[src/rtl/rng_pkg.sv]
// Shared constants and types for the three-channel ultrasonic ranger.
package rng_pkg;

  // Default sizing of the block.
  localparam int TICKS_PER_MS_DEF = 1000;
  localparam int CHANNELS_DEF = 3;
  localparam int IO_CHANNELS = 3;

  // Trigger pulse shape in ticks.
  localparam int LOW_TICKS = 2;
  localparam int HIGH_TICKS = 10;
  localparam int PHASE_W = 4;

  // Field and register widths.
  localparam int TICKS_W = 16;
  localparam int DIST_W = 15;
  localparam int MS_W = 10;
  localparam int CFG_W = 16;
  localparam int CFG_IDX_W = 2;

  // Reset values of the configuration registers.
  localparam logic [TICKS_W-1:0] TIMEOUT_RST = 16'd30000;
  localparam logic [DIST_W-1:0] FREE_RST = 15'd6400;
  localparam logic [DIST_W-1:0] WALL_RST = 15'd240;
  localparam logic [MS_W-1:0] INTERVAL_RST = 10'd20;

  // Distance in 1/16 cm is floor((d * 343 + 625) / 1250), which rounds
  // d * 0.2744 with halves going up. The divide by 1250 is a multiply by
  // floor(2^25 / 1250) and a single correction step.
  localparam int NUM_W = 25;
  localparam logic [NUM_W-1:0] MUL_NUM = 25'd343;
  localparam logic [NUM_W-1:0] ADD_NUM = 25'd625;
  localparam logic [NUM_W-1:0] DIV_DEN = 25'd1250;
  localparam int RECIP_W = 15;
  localparam logic [RECIP_W-1:0] RECIP = 15'd26843;
  localparam int RECIP_SHIFT = 25;
  localparam int PROD_W = NUM_W + RECIP_W;

  // Configuration register indexes.
  typedef enum logic [CFG_IDX_W-1:0] {
    REG_TIMEOUT  = 2'd0,
    REG_FREE     = 2'd1,
    REG_WALL     = 2'd2,
    REG_INTERVAL = 2'd3
  } cfg_reg_t;

  // Pipeline advance controls shared by the lanes.
  typedef struct packed {
    logic accept;
    logic adv2;
    logic commit;
  } pipe_ctl_t;

endpackage

[src/rtl/rng_if.sv]
// Request channel interfaces of the ranger: echo samples in, range reports out.
interface rng_in_if ();
  logic valid;
  logic ready;
  logic echo_front;
  logic echo_left;
  logic echo_right;

  modport source (output valid, output echo_front, output echo_left,
                  output echo_right, input ready);
  modport sink (input valid, input echo_front, input echo_left,
                input echo_right, output ready);
endinterface

interface rng_out_if import rng_pkg::*; ();
  logic valid;
  logic ready;
  logic trig_front;
  logic trig_left;
  logic trig_right;
  logic [DIST_W-1:0] dist_front;
  logic [DIST_W-1:0] dist_left;
  logic [DIST_W-1:0] dist_right;
  logic wall_front;
  logic wall_left;
  logic wall_right;

  modport source (output valid, output trig_front, output trig_left, output trig_right,
                  output dist_front, output dist_left, output dist_right,
                  output wall_front, output wall_left, output wall_right, input ready);
  modport sink (input valid, input trig_front, input trig_left, input trig_right,
                input dist_front, input dist_left, input dist_right,
                input wall_front, input wall_left, input wall_right, output ready);
endinterface

[src/rtl/rng_lane.sv]
// One echo channel: edge tracking, duration count and distance conversion.
module rng_lane import rng_pkg::*; (
  input  logic              clk,
  input  logic              rst,
  input  logic              echo,
  input  pipe_ctl_t         ctl,
  input  logic [TICKS_W-1:0] timeout,
  input  logic [DIST_W-1:0] free_dist,
  output logic [DIST_W-1:0] dist_next
);

  logic              echo_last;
  logic              measuring;
  logic [TICKS_W-1:0] pulse_ticks;
  logic              fall;

  logic              s1_fall;
  logic              s1_free;
  logic [NUM_W-1:0]  s1_num;
  logic [PROD_W-1:0] prod;

  logic              s2_fall;
  logic              s2_free;
  logic [NUM_W-1:0]  s2_num;
  logic [DIST_W-1:0] s2_q0;
  logic [NUM_W-1:0]  rem;
  logic [DIST_W-1:0] quot;

  logic [DIST_W-1:0] distance;

  // A falling edge closes a running measurement.
  assign fall = !echo && echo_last && measuring;

  // Edge detection and saturating duration count, once per accepted tick.
  always_ff @(posedge clk) begin
    if (rst) begin
      echo_last   <= 1'b0;
      measuring   <= 1'b0;
      pulse_ticks <= '0;
    end else if (ctl.accept) begin
      echo_last <= echo;
      if (echo && !echo_last) begin
        measuring   <= 1'b1;
        pulse_ticks <= TICKS_W'(1);
      end else if (echo && measuring) begin
        if (pulse_ticks != '1) begin
          pulse_ticks <= pulse_ticks + 1'b1;
        end
      end else if (fall) begin
        measuring <= 1'b0;
      end
    end
  end

  // Stage one: range check and scaled numerator of the duration.
  always_ff @(posedge clk) begin
    if (ctl.accept) begin
      s1_fall <= fall;
      s1_free <= !((pulse_ticks != '0) && (pulse_ticks < timeout));
      s1_num  <= NUM_W'(pulse_ticks) * MUL_NUM + ADD_NUM;
    end
  end

  // Stage two: reciprocal multiply gives the quotient, possibly one short.
  assign prod = PROD_W'(s1_num) * PROD_W'(RECIP);

  always_ff @(posedge clk) begin
    if (ctl.adv2) begin
      s2_fall <= s1_fall;
      s2_free <= s1_free;
      s2_num  <= s1_num;
      s2_q0   <= prod[RECIP_SHIFT +: DIST_W];
    end
  end

  // Correction step and selection of the new distance.
  assign rem  = s2_num - NUM_W'(s2_q0) * DIV_DEN;
  assign quot = s2_q0 + DIST_W'(rem >= DIV_DEN);

  always_comb begin
    dist_next = distance;
    if (ctl.commit && s2_fall) begin
      dist_next = s2_free ? free_dist : quot;
    end
  end

  always_ff @(posedge clk) begin
    if (rst) begin
      distance <= FREE_RST;
    end else if (ctl.commit) begin
      distance <= dist_next;
    end
  end

endmodule

[src/rtl/rng_trigger.sv]
// Millisecond timebase and round-robin trigger pulse sequencer.
module rng_trigger import rng_pkg::*; #(
  parameter int TICKS_PER_MS = TICKS_PER_MS_DEF,
  parameter int CHANNELS = CHANNELS_DEF
) (
  input  logic                clk,
  input  logic                rst,
  input  logic                accept,
  input  logic [MS_W-1:0]     interval,
  output logic [CHANNELS-1:0] trig
);

  localparam int TICK_W = (TICKS_PER_MS > 1) ? $clog2(TICKS_PER_MS) : 1;
  localparam int TURN_W = (CHANNELS > 1) ? $clog2(CHANNELS) : 1;

  logic [TICK_W-1:0]  tick_in_ms;
  logic [TICK_W-1:0]  tick_in_ms_next;
  logic [MS_W-1:0]    ms_since_trigger;
  logic [MS_W-1:0]    ms_since_trigger_next;
  logic [PHASE_W-1:0] trigger_phase;
  logic [PHASE_W-1:0] trigger_phase_next;
  logic [PHASE_W-1:0] phase_now;
  logic [TURN_W-1:0]  turn;
  logic [TURN_W-1:0]  turn_next;

  // Advance the timebase, start a pulse when due, and step the pulse.
  always_comb begin
    tick_in_ms_next       = tick_in_ms + 1'b1;
    ms_since_trigger_next = ms_since_trigger;
    phase_now             = trigger_phase;
    trigger_phase_next    = '0;
    turn_next             = turn;
    trig                  = '0;
    if (tick_in_ms == TICK_W'(TICKS_PER_MS - 1)) begin
      tick_in_ms_next = '0;
      if (ms_since_trigger != '1) begin
        ms_since_trigger_next = ms_since_trigger + 1'b1;
      end
    end
    if ((trigger_phase == '0) && (ms_since_trigger_next >= interval)) begin
      ms_since_trigger_next = '0;
      phase_now             = PHASE_W'(1);
    end
    if (phase_now != '0) begin
      if (phase_now > PHASE_W'(LOW_TICKS)) begin
        trig[turn] = 1'b1;
      end
      trigger_phase_next = phase_now + 1'b1;
      if (trigger_phase_next > PHASE_W'(LOW_TICKS + HIGH_TICKS)) begin
        trigger_phase_next = '0;
        turn_next = (turn == TURN_W'(CHANNELS - 1)) ? '0 : turn + 1'b1;
      end
    end
  end

  always_ff @(posedge clk) begin
    if (rst) begin
      tick_in_ms       <= '0;
      ms_since_trigger <= '0;
      trigger_phase    <= '0;
      turn             <= '0;
    end else if (accept) begin
      tick_in_ms       <= tick_in_ms_next;
      ms_since_trigger <= ms_since_trigger_next;
      trigger_phase    <= trigger_phase_next;
      turn             <= turn_next;
    end
  end

endmodule

[src/rtl/three_channel_ultrasonic_ranger.sv]
// Top level of the three-channel ultrasonic ranger.
// Each request on samples is one microsecond tick carrying the three echo
// levels; the block takes one request every clock cycle when not stalled
// and returns one report per request, in order. A request passes through
// the two-stage distance conversion of each channel lane (scaled numerator,
// then reciprocal multiply), the correction step and the output register.
// The block stalls only when the report side stalls and its three pipeline
// stages are full. Every report carries the trigger levels for that tick
// and the distances and wall flags that already include any echo edges
// seen in that tick. The user must write the configuration through cfg_we,
// cfg_index and cfg_data only while no requests are in flight (unenforced).
module three_channel_ultrasonic_ranger import rng_pkg::*; #(
  parameter int TICKS_PER_MS = TICKS_PER_MS_DEF,
  parameter int CHANNELS = CHANNELS_DEF
) (
  input  logic                 clk,
  input  logic                 rst,
  input  logic                 cfg_we,
  input  logic [CFG_IDX_W-1:0] cfg_index,
  input  logic [CFG_W-1:0]     cfg_data,
  rng_in_if.sink               samples,
  rng_out_if.source            results
);

  logic [TICKS_W-1:0] timeout_ticks;
  logic [DIST_W-1:0]  free_distance;
  logic [DIST_W-1:0]  wall_distance;
  logic [MS_W-1:0]    trigger_interval_ms;

  logic      v1;
  logic      v2;
  logic      out_valid;
  logic      adv_out;
  logic      ready2;
  logic      ready1;
  pipe_ctl_t ctl;

  logic [IO_CHANNELS-1:0] echo_io;
  logic [CHANNELS-1:0]    trig_now;
  logic [CHANNELS-1:0]    s1_trig;
  logic [CHANNELS-1:0]    s2_trig;
  logic [DIST_W-1:0]      lane_dist [CHANNELS];

  logic [IO_CHANNELS-1:0] io_trig;
  logic [DIST_W-1:0]      io_dist [IO_CHANNELS];
  logic [IO_CHANNELS-1:0] out_trig;
  logic [DIST_W-1:0]      out_dist [IO_CHANNELS];
  logic [IO_CHANNELS-1:0] out_wall;

  // Configuration register writes.
  always_ff @(posedge clk) begin
    if (rst) begin
      timeout_ticks       <= TIMEOUT_RST;
      free_distance       <= FREE_RST;
      wall_distance       <= WALL_RST;
      trigger_interval_ms <= INTERVAL_RST;
    end else if (cfg_we) begin
      unique case (cfg_reg_t'(cfg_index))
        REG_TIMEOUT:  timeout_ticks       <= cfg_data[TICKS_W-1:0];
        REG_FREE:     free_distance       <= cfg_data[DIST_W-1:0];
        REG_WALL:     wall_distance       <= cfg_data[DIST_W-1:0];
        REG_INTERVAL: trigger_interval_ms <= cfg_data[MS_W-1:0];
        default:      ;
      endcase
    end
  end

  // Pipeline flow control: each stage moves when the one after it has room.
  assign adv_out       = !out_valid || results.ready;
  assign ready2        = !v2 || adv_out;
  assign ready1        = !v1 || ready2;
  assign samples.ready = ready1;
  assign ctl.accept    = samples.valid && ready1;
  assign ctl.adv2      = ready2;
  assign ctl.commit    = v2 && adv_out;

  always_ff @(posedge clk) begin
    if (rst) begin
      v1        <= 1'b0;
      v2        <= 1'b0;
      out_valid <= 1'b0;
    end else begin
      if (ready1) begin
        v1 <= samples.valid;
      end
      if (ready2) begin
        v2 <= v1;
      end
      if (adv_out) begin
        out_valid <= v2;
      end
    end
  end

  // Trigger sequencer and its delay line to match the lanes.
  rng_trigger #(
    .TICKS_PER_MS (TICKS_PER_MS),
    .CHANNELS     (CHANNELS)
  ) u_trigger (
    .clk      (clk),
    .rst      (rst),
    .accept   (ctl.accept),
    .interval (trigger_interval_ms),
    .trig     (trig_now)
  );

  always_ff @(posedge clk) begin
    if (ctl.accept) begin
      s1_trig <= trig_now;
    end
    if (ctl.adv2) begin
      s2_trig <= s1_trig;
    end
  end

  // One lane per channel; channels without an echo pin see a low line.
  assign echo_io = {samples.echo_right, samples.echo_left, samples.echo_front};

  for (genvar c = 0; c < CHANNELS; c++) begin : g_lane
    logic lane_echo;
    if (c < IO_CHANNELS) begin : g_pin
      assign lane_echo = echo_io[c];
    end else begin : g_nopin
      assign lane_echo = 1'b0;
    end
    rng_lane u_lane (
      .clk       (clk),
      .rst       (rst),
      .echo      (lane_echo),
      .ctl       (ctl),
      .timeout   (timeout_ticks),
      .free_dist (free_distance),
      .dist_next (lane_dist[c])
    );
  end

  // Merge the lanes onto the report fields; absent channels report zero.
  for (genvar c = 0; c < IO_CHANNELS; c++) begin : g_merge
    if (c < CHANNELS) begin : g_used
      assign io_trig[c] = s2_trig[c];
      assign io_dist[c] = lane_dist[c];
    end else begin : g_unused
      assign io_trig[c] = 1'b0;
      assign io_dist[c] = '0;
    end

    always_ff @(posedge clk) begin
      if (adv_out) begin
        out_trig[c] <= io_trig[c];
        out_dist[c] <= io_dist[c];
        out_wall[c] <= (c < CHANNELS) && (io_dist[c] < wall_distance);
      end
    end
  end

  // Report outputs.
  assign results.valid      = out_valid;
  assign results.trig_front = out_trig[0];
  assign results.trig_left  = out_trig[1];
  assign results.trig_right = out_trig[2];
  assign results.dist_front = out_dist[0];
  assign results.dist_left  = out_dist[1];
  assign results.dist_right = out_dist[2];
  assign results.wall_front = out_wall[0];
  assign results.wall_left  = out_wall[1];
  assign results.wall_right = out_wall[2];

endmodule
[src/flat_wrapper.sv]
// flat-port wrapper written by rule: the top's interface ports become plain ports
module three_channel_ultrasonic_ranger_flat import rng_pkg::*;
#(
  parameter int TICKS_PER_MS = TICKS_PER_MS_DEF,
  parameter int CHANNELS = CHANNELS_DEF
)
  (clk, rst, cfg_we, cfg_index, cfg_data, samples_valid, samples_echo_front, samples_echo_left, samples_echo_right, samples_ready, results_valid, results_trig_front, results_trig_left, results_trig_right, results_dist_front, results_dist_left, results_dist_right, results_wall_front, results_wall_left, results_wall_right, results_ready);
  rng_in_if samples_i ();
  rng_out_if results_i ();
  input  logic clk;
  input  logic rst;
  input  logic cfg_we;
  input  logic [CFG_IDX_W-1:0] cfg_index;
  input  logic [CFG_W-1:0] cfg_data;
  input wire logic [$bits(samples_i.valid)-1:0] samples_valid;
  input wire logic [$bits(samples_i.echo_front)-1:0] samples_echo_front;
  input wire logic [$bits(samples_i.echo_left)-1:0] samples_echo_left;
  input wire logic [$bits(samples_i.echo_right)-1:0] samples_echo_right;
  output wire logic [$bits(samples_i.ready)-1:0] samples_ready;
  output wire logic [$bits(results_i.valid)-1:0] results_valid;
  output wire logic [$bits(results_i.trig_front)-1:0] results_trig_front;
  output wire logic [$bits(results_i.trig_left)-1:0] results_trig_left;
  output wire logic [$bits(results_i.trig_right)-1:0] results_trig_right;
  output wire logic [$bits(results_i.dist_front)-1:0] results_dist_front;
  output wire logic [$bits(results_i.dist_left)-1:0] results_dist_left;
  output wire logic [$bits(results_i.dist_right)-1:0] results_dist_right;
  output wire logic [$bits(results_i.wall_front)-1:0] results_wall_front;
  output wire logic [$bits(results_i.wall_left)-1:0] results_wall_left;
  output wire logic [$bits(results_i.wall_right)-1:0] results_wall_right;
  input wire logic [$bits(results_i.ready)-1:0] results_ready;
  assign samples_i.valid = samples_valid;
  assign samples_i.echo_front = samples_echo_front;
  assign samples_i.echo_left = samples_echo_left;
  assign samples_i.echo_right = samples_echo_right;
  assign samples_ready = samples_i.ready;
  assign results_valid = results_i.valid;
  assign results_trig_front = results_i.trig_front;
  assign results_trig_left = results_i.trig_left;
  assign results_trig_right = results_i.trig_right;
  assign results_dist_front = results_i.dist_front;
  assign results_dist_left = results_i.dist_left;
  assign results_dist_right = results_i.dist_right;
  assign results_wall_front = results_i.wall_front;
  assign results_wall_left = results_i.wall_left;
  assign results_wall_right = results_i.wall_right;
  assign results_i.ready = results_ready;
  three_channel_ultrasonic_ranger #(.TICKS_PER_MS(TICKS_PER_MS), .CHANNELS(CHANNELS)) u_core (.clk(clk), .rst(rst), .cfg_we(cfg_we), .cfg_index(cfg_index), .cfg_data(cfg_data), .samples(samples_i), .results(results_i));
endmodule
[config.mk]
export PLATFORM = sky130hd
export DESIGN_NAME = three_channel_ultrasonic_ranger_flat
export DESIGN_NICKNAME = d
export VERILOG_FILES = /design/src/rtl/rng_pkg.sv /design/src/rtl/rng_if.sv /design/src/rtl/rng_lane.sv /design/src/rtl/rng_trigger.sv /design/src/rtl/three_channel_ultrasonic_ranger.sv /design/src/flat_wrapper.sv
export SDC_FILE = /design/constraint.sdc
export NUM_CORES = 2
export LEC_CHECK = 0
export BUFFER_PORTS_ARGS = -buffer_cell sky130_fd_sc_hd__buf_4
export CORE_MARGIN = 10
export CORE_UTILIZATION = 40
export DETAILED_ROUTE_END_ITERATION = 10
export GPL_TIMING_DRIVEN = 1
export SLEW_MARGIN = 0
export SYNTH_ARGS = -nofsm -noshare
export SYNTH_HDL_FRONTEND = slang
export SYNTH_HIERARCHICAL = 1
export SYNTH_SLANG_ARGS = --single-unit
export TNS_END_PERCENT = 50
[constraint.sdc]
create_clock -name clk -period 11 [get_ports clk]
set_input_delay 2.2 -clock clk [delete_from_list [all_inputs] [get_ports clk]]
set_output_delay 2.2 -clock clk [all_outputs]
set_load 0.01 [all_outputs]
==> reports/results.ini <==
[logic_synthesis]
synth_warnings = 6
yosysSeqAreaShare_pct = 19.7
synth_top_area_share_pct = 24.4
synth_ff_type = edfxtp_1
syn-instance-count = 5828
ys_ff_latch = 445
syn_nets = 7700
syn_area_per_cell_um2 = 10.0
synth_edf_count = 261
async_reset_ff_share_pct = 0
synthDistinctLibCells = 116
yosys.area.top_type = ha_1
synthTopCellsByCount = inv_1 (1248), ha_1 (1141), fa_1 (705), nand2_1 (364), a21oi_1 (286)
yosysMostFrequentCell = inv_1
syn-cell-area_um2 = 58500
yosys-top-cells-area = ha_1 (24%), fa_1 (24%), edfxtp_1 (13%)

[floorplanning]
ios = 79
die_area_um2 = 162000
fp-row-count = 140
design.core.area_um2 = 145000
fp.dieW_um = 402
start_util_pct = 40.2
die_h_um = 402

[timing]
rsz0062_at_grt = no
whs_ns = 0.412
slew_viol_final = 0
fin_crit_sh_pct = 89.1
fin_setup_tns_ns = 0
max_slew.worst_pin.slew_ns = 1.22
max-slew-margin-rel_pct = 18.5
fin_skew_ns = 0.0397
finalHoldViolations = 0
setup_violations = 0
max_freq_mhz = 102
layout_min_cycle_time_ns = 9.80

[clocking]
clkLatencyLatePin_ns = 0.67
cts_tree = yes
cts_max_path_buffers = 3
numCtsBuffers = 57
clk_pin_slew_ns = 0.06
holdBufCountCts = 0
clockRootBuffer = clkbuf_16
post_cts_buffers = 0
htree_levels = 2
post_cts_resized = 0
clock-sinks = 445

[global_route]
antenna_found_initial = 3
grt_max_degree = 89
grt_use_total_pct = 17.6
overflow = 0
grt_pass1_vias = 41300
grt_pass1_wl_um = 229000

[outcome]
status = finished, final reports clean

[route]
routedWlPerCell_um = 18.1
drt_iter0_markers = 2252
num_vias = 39700
drtPass1Iterations = 6
totalWireLength_um = 142000
viasPerCell = 5.03
route.detailed.drc = 0
ant_nets = 0

[cells_and_area]
stdcell_count = 7886
syn2layout_area_growth_pct = 8.36
drive_gt1_share_pct = 4.41
layout.nets = 7789

[setup_path]
crit_buf_inv = 5
cp.required_ns = 11.38
path_max_fanout = 7
cp_top_family = adder cells
arrival_ns = 10.18
cpPeakStageDelay_ns = 0.55
crit_path_frequent_cell = ha_1
end_kind = flop
start_kind = flop
path_class = reg -> reg
slowest_stage = fa_1

[placement]
gp_congestion = 0.899
port_buffers = 78
dp_hpwl_um = 121000
dp.cells = 7775

[flow_run]
cap_violations = 0

[hold_path]
min_path_type = reg -> reg

per-layer routing:
metal	part of all wire [%]	global-route usage, %
met1	49	25.5
met2	44	27.9
met3	5.0	2.59
met4	1.8	3.56
met5	0.0091	0
layout make-up:
type                            count  area [um^2]
Antenna cell                        5         12.5
Clock buffer                       75         1580
Clock inverter                     31          483
Fill cell                       13900        82000
Inverter                         1248         4680
Multi-Input combinational cell   4078        42000
Sequential cell                   445        11500
Tap cell                         1917         2400
Timing Repair Buffer               87          653
flip-flops by register name, summed over array words and instances (netlist names), 4 cells and up:
register                           count
u_core/g_lane.u_lane/s1_num           75
u_core/g_lane.u_lane/distance         45
u_core/out_dist                       45
u_core/g_lane.u_lane/pulse_ticks      48
u_core/wall_distance                  15
u_core/g_lane.u_lane/s2_q0            45
u_core/timeout_ticks                  16
u_core/trigger_interval_ms            10
u_core/u_trigger/tick_in_ms           10
u_core/u_trigger/ms_since_trigger     10
u_core/free_distance                  15
u_core/u_trigger/trigger_phase         4
u_core/g_lane.u_lane/s2_num           72
cell usage in the layout, fill, tap and decap left out, drive strengths merged, types with 33 or more instances in the layout:
| cell | synthesis | routed |
|---|---|---|
| o21ai | 180 | 180 |
| inv | 1248 | 1255 |
| nor2 | 239 | 239 |
| xnor2 | 207 | 207 |
| nand2b | 51 | 51 |
| edfxtp | 261 | 261 |
| xor2 | 84 | 84 |
| a21o | 99 | 99 |
| fa | 705 | 705 |
| nand2 | 365 | 365 |
| a21oi | 290 | 290 |
| clkbuf | 40 | 75 |
| dfxtp | 184 | 184 |
| ha | 1141 | 1141 |
| a211oi | 33 | 33 |
| nor2b | 49 | 49 |
| nand4 | 45 | 45 |
| nor3 | 47 | 47 |
| buf | 17 | 87 |
| nand3 | 95 | 95 |
| o21a | 39 | 39 |
through the flow:
step / utilization [%] / instance area [um^2] / setup slack, ns
after floorplan: - / 58500 / 1.57
after global placement: 42.1 / 61300 / 1.41
after detailed placement: 42.1 / 61300 / 1.26
after CTS: 43.6 / 63300 / 1.20
after global routing: 43.6 / 63300 / 0.582
final: 43.6 / 63300 / 1.20
cells by family after synthesis:
| kind of cell | share of synthesized area [%] |
|---|---|
| flops | 19.7 |
| compound gates | 9.78 |
| buf+inv | 8.46 |
| xor+xnor | 4.40 |
| fa+ha+maj | 48.6 |
| simple gates | 8.67 |
| mux | 0.413 |
final timing paths:
path	from	end	slack, ns	cells past startpoint
max reg2reg	u_core/g_lane[1].u_lane/s2_q0[4]	u_core/results.wall_left	1.20	41
min reg2reg	u_core/g_lane[2].u_lane/s1_free	u_core/g_lane[2].u_lane/s2_free	0.41	0
min	u_core/g_lane[2].u_lane/s1_free	u_core/g_lane[2].u_lane/s2_free	0.41	0
max	u_core/g_lane[1].u_lane/s2_q0[4]	u_core/results.wall_left	1.20	41
Power is left out: the tool's default activity adds up to more than one toggle a clock period on the data nets, which glitch-free logic cannot reach.
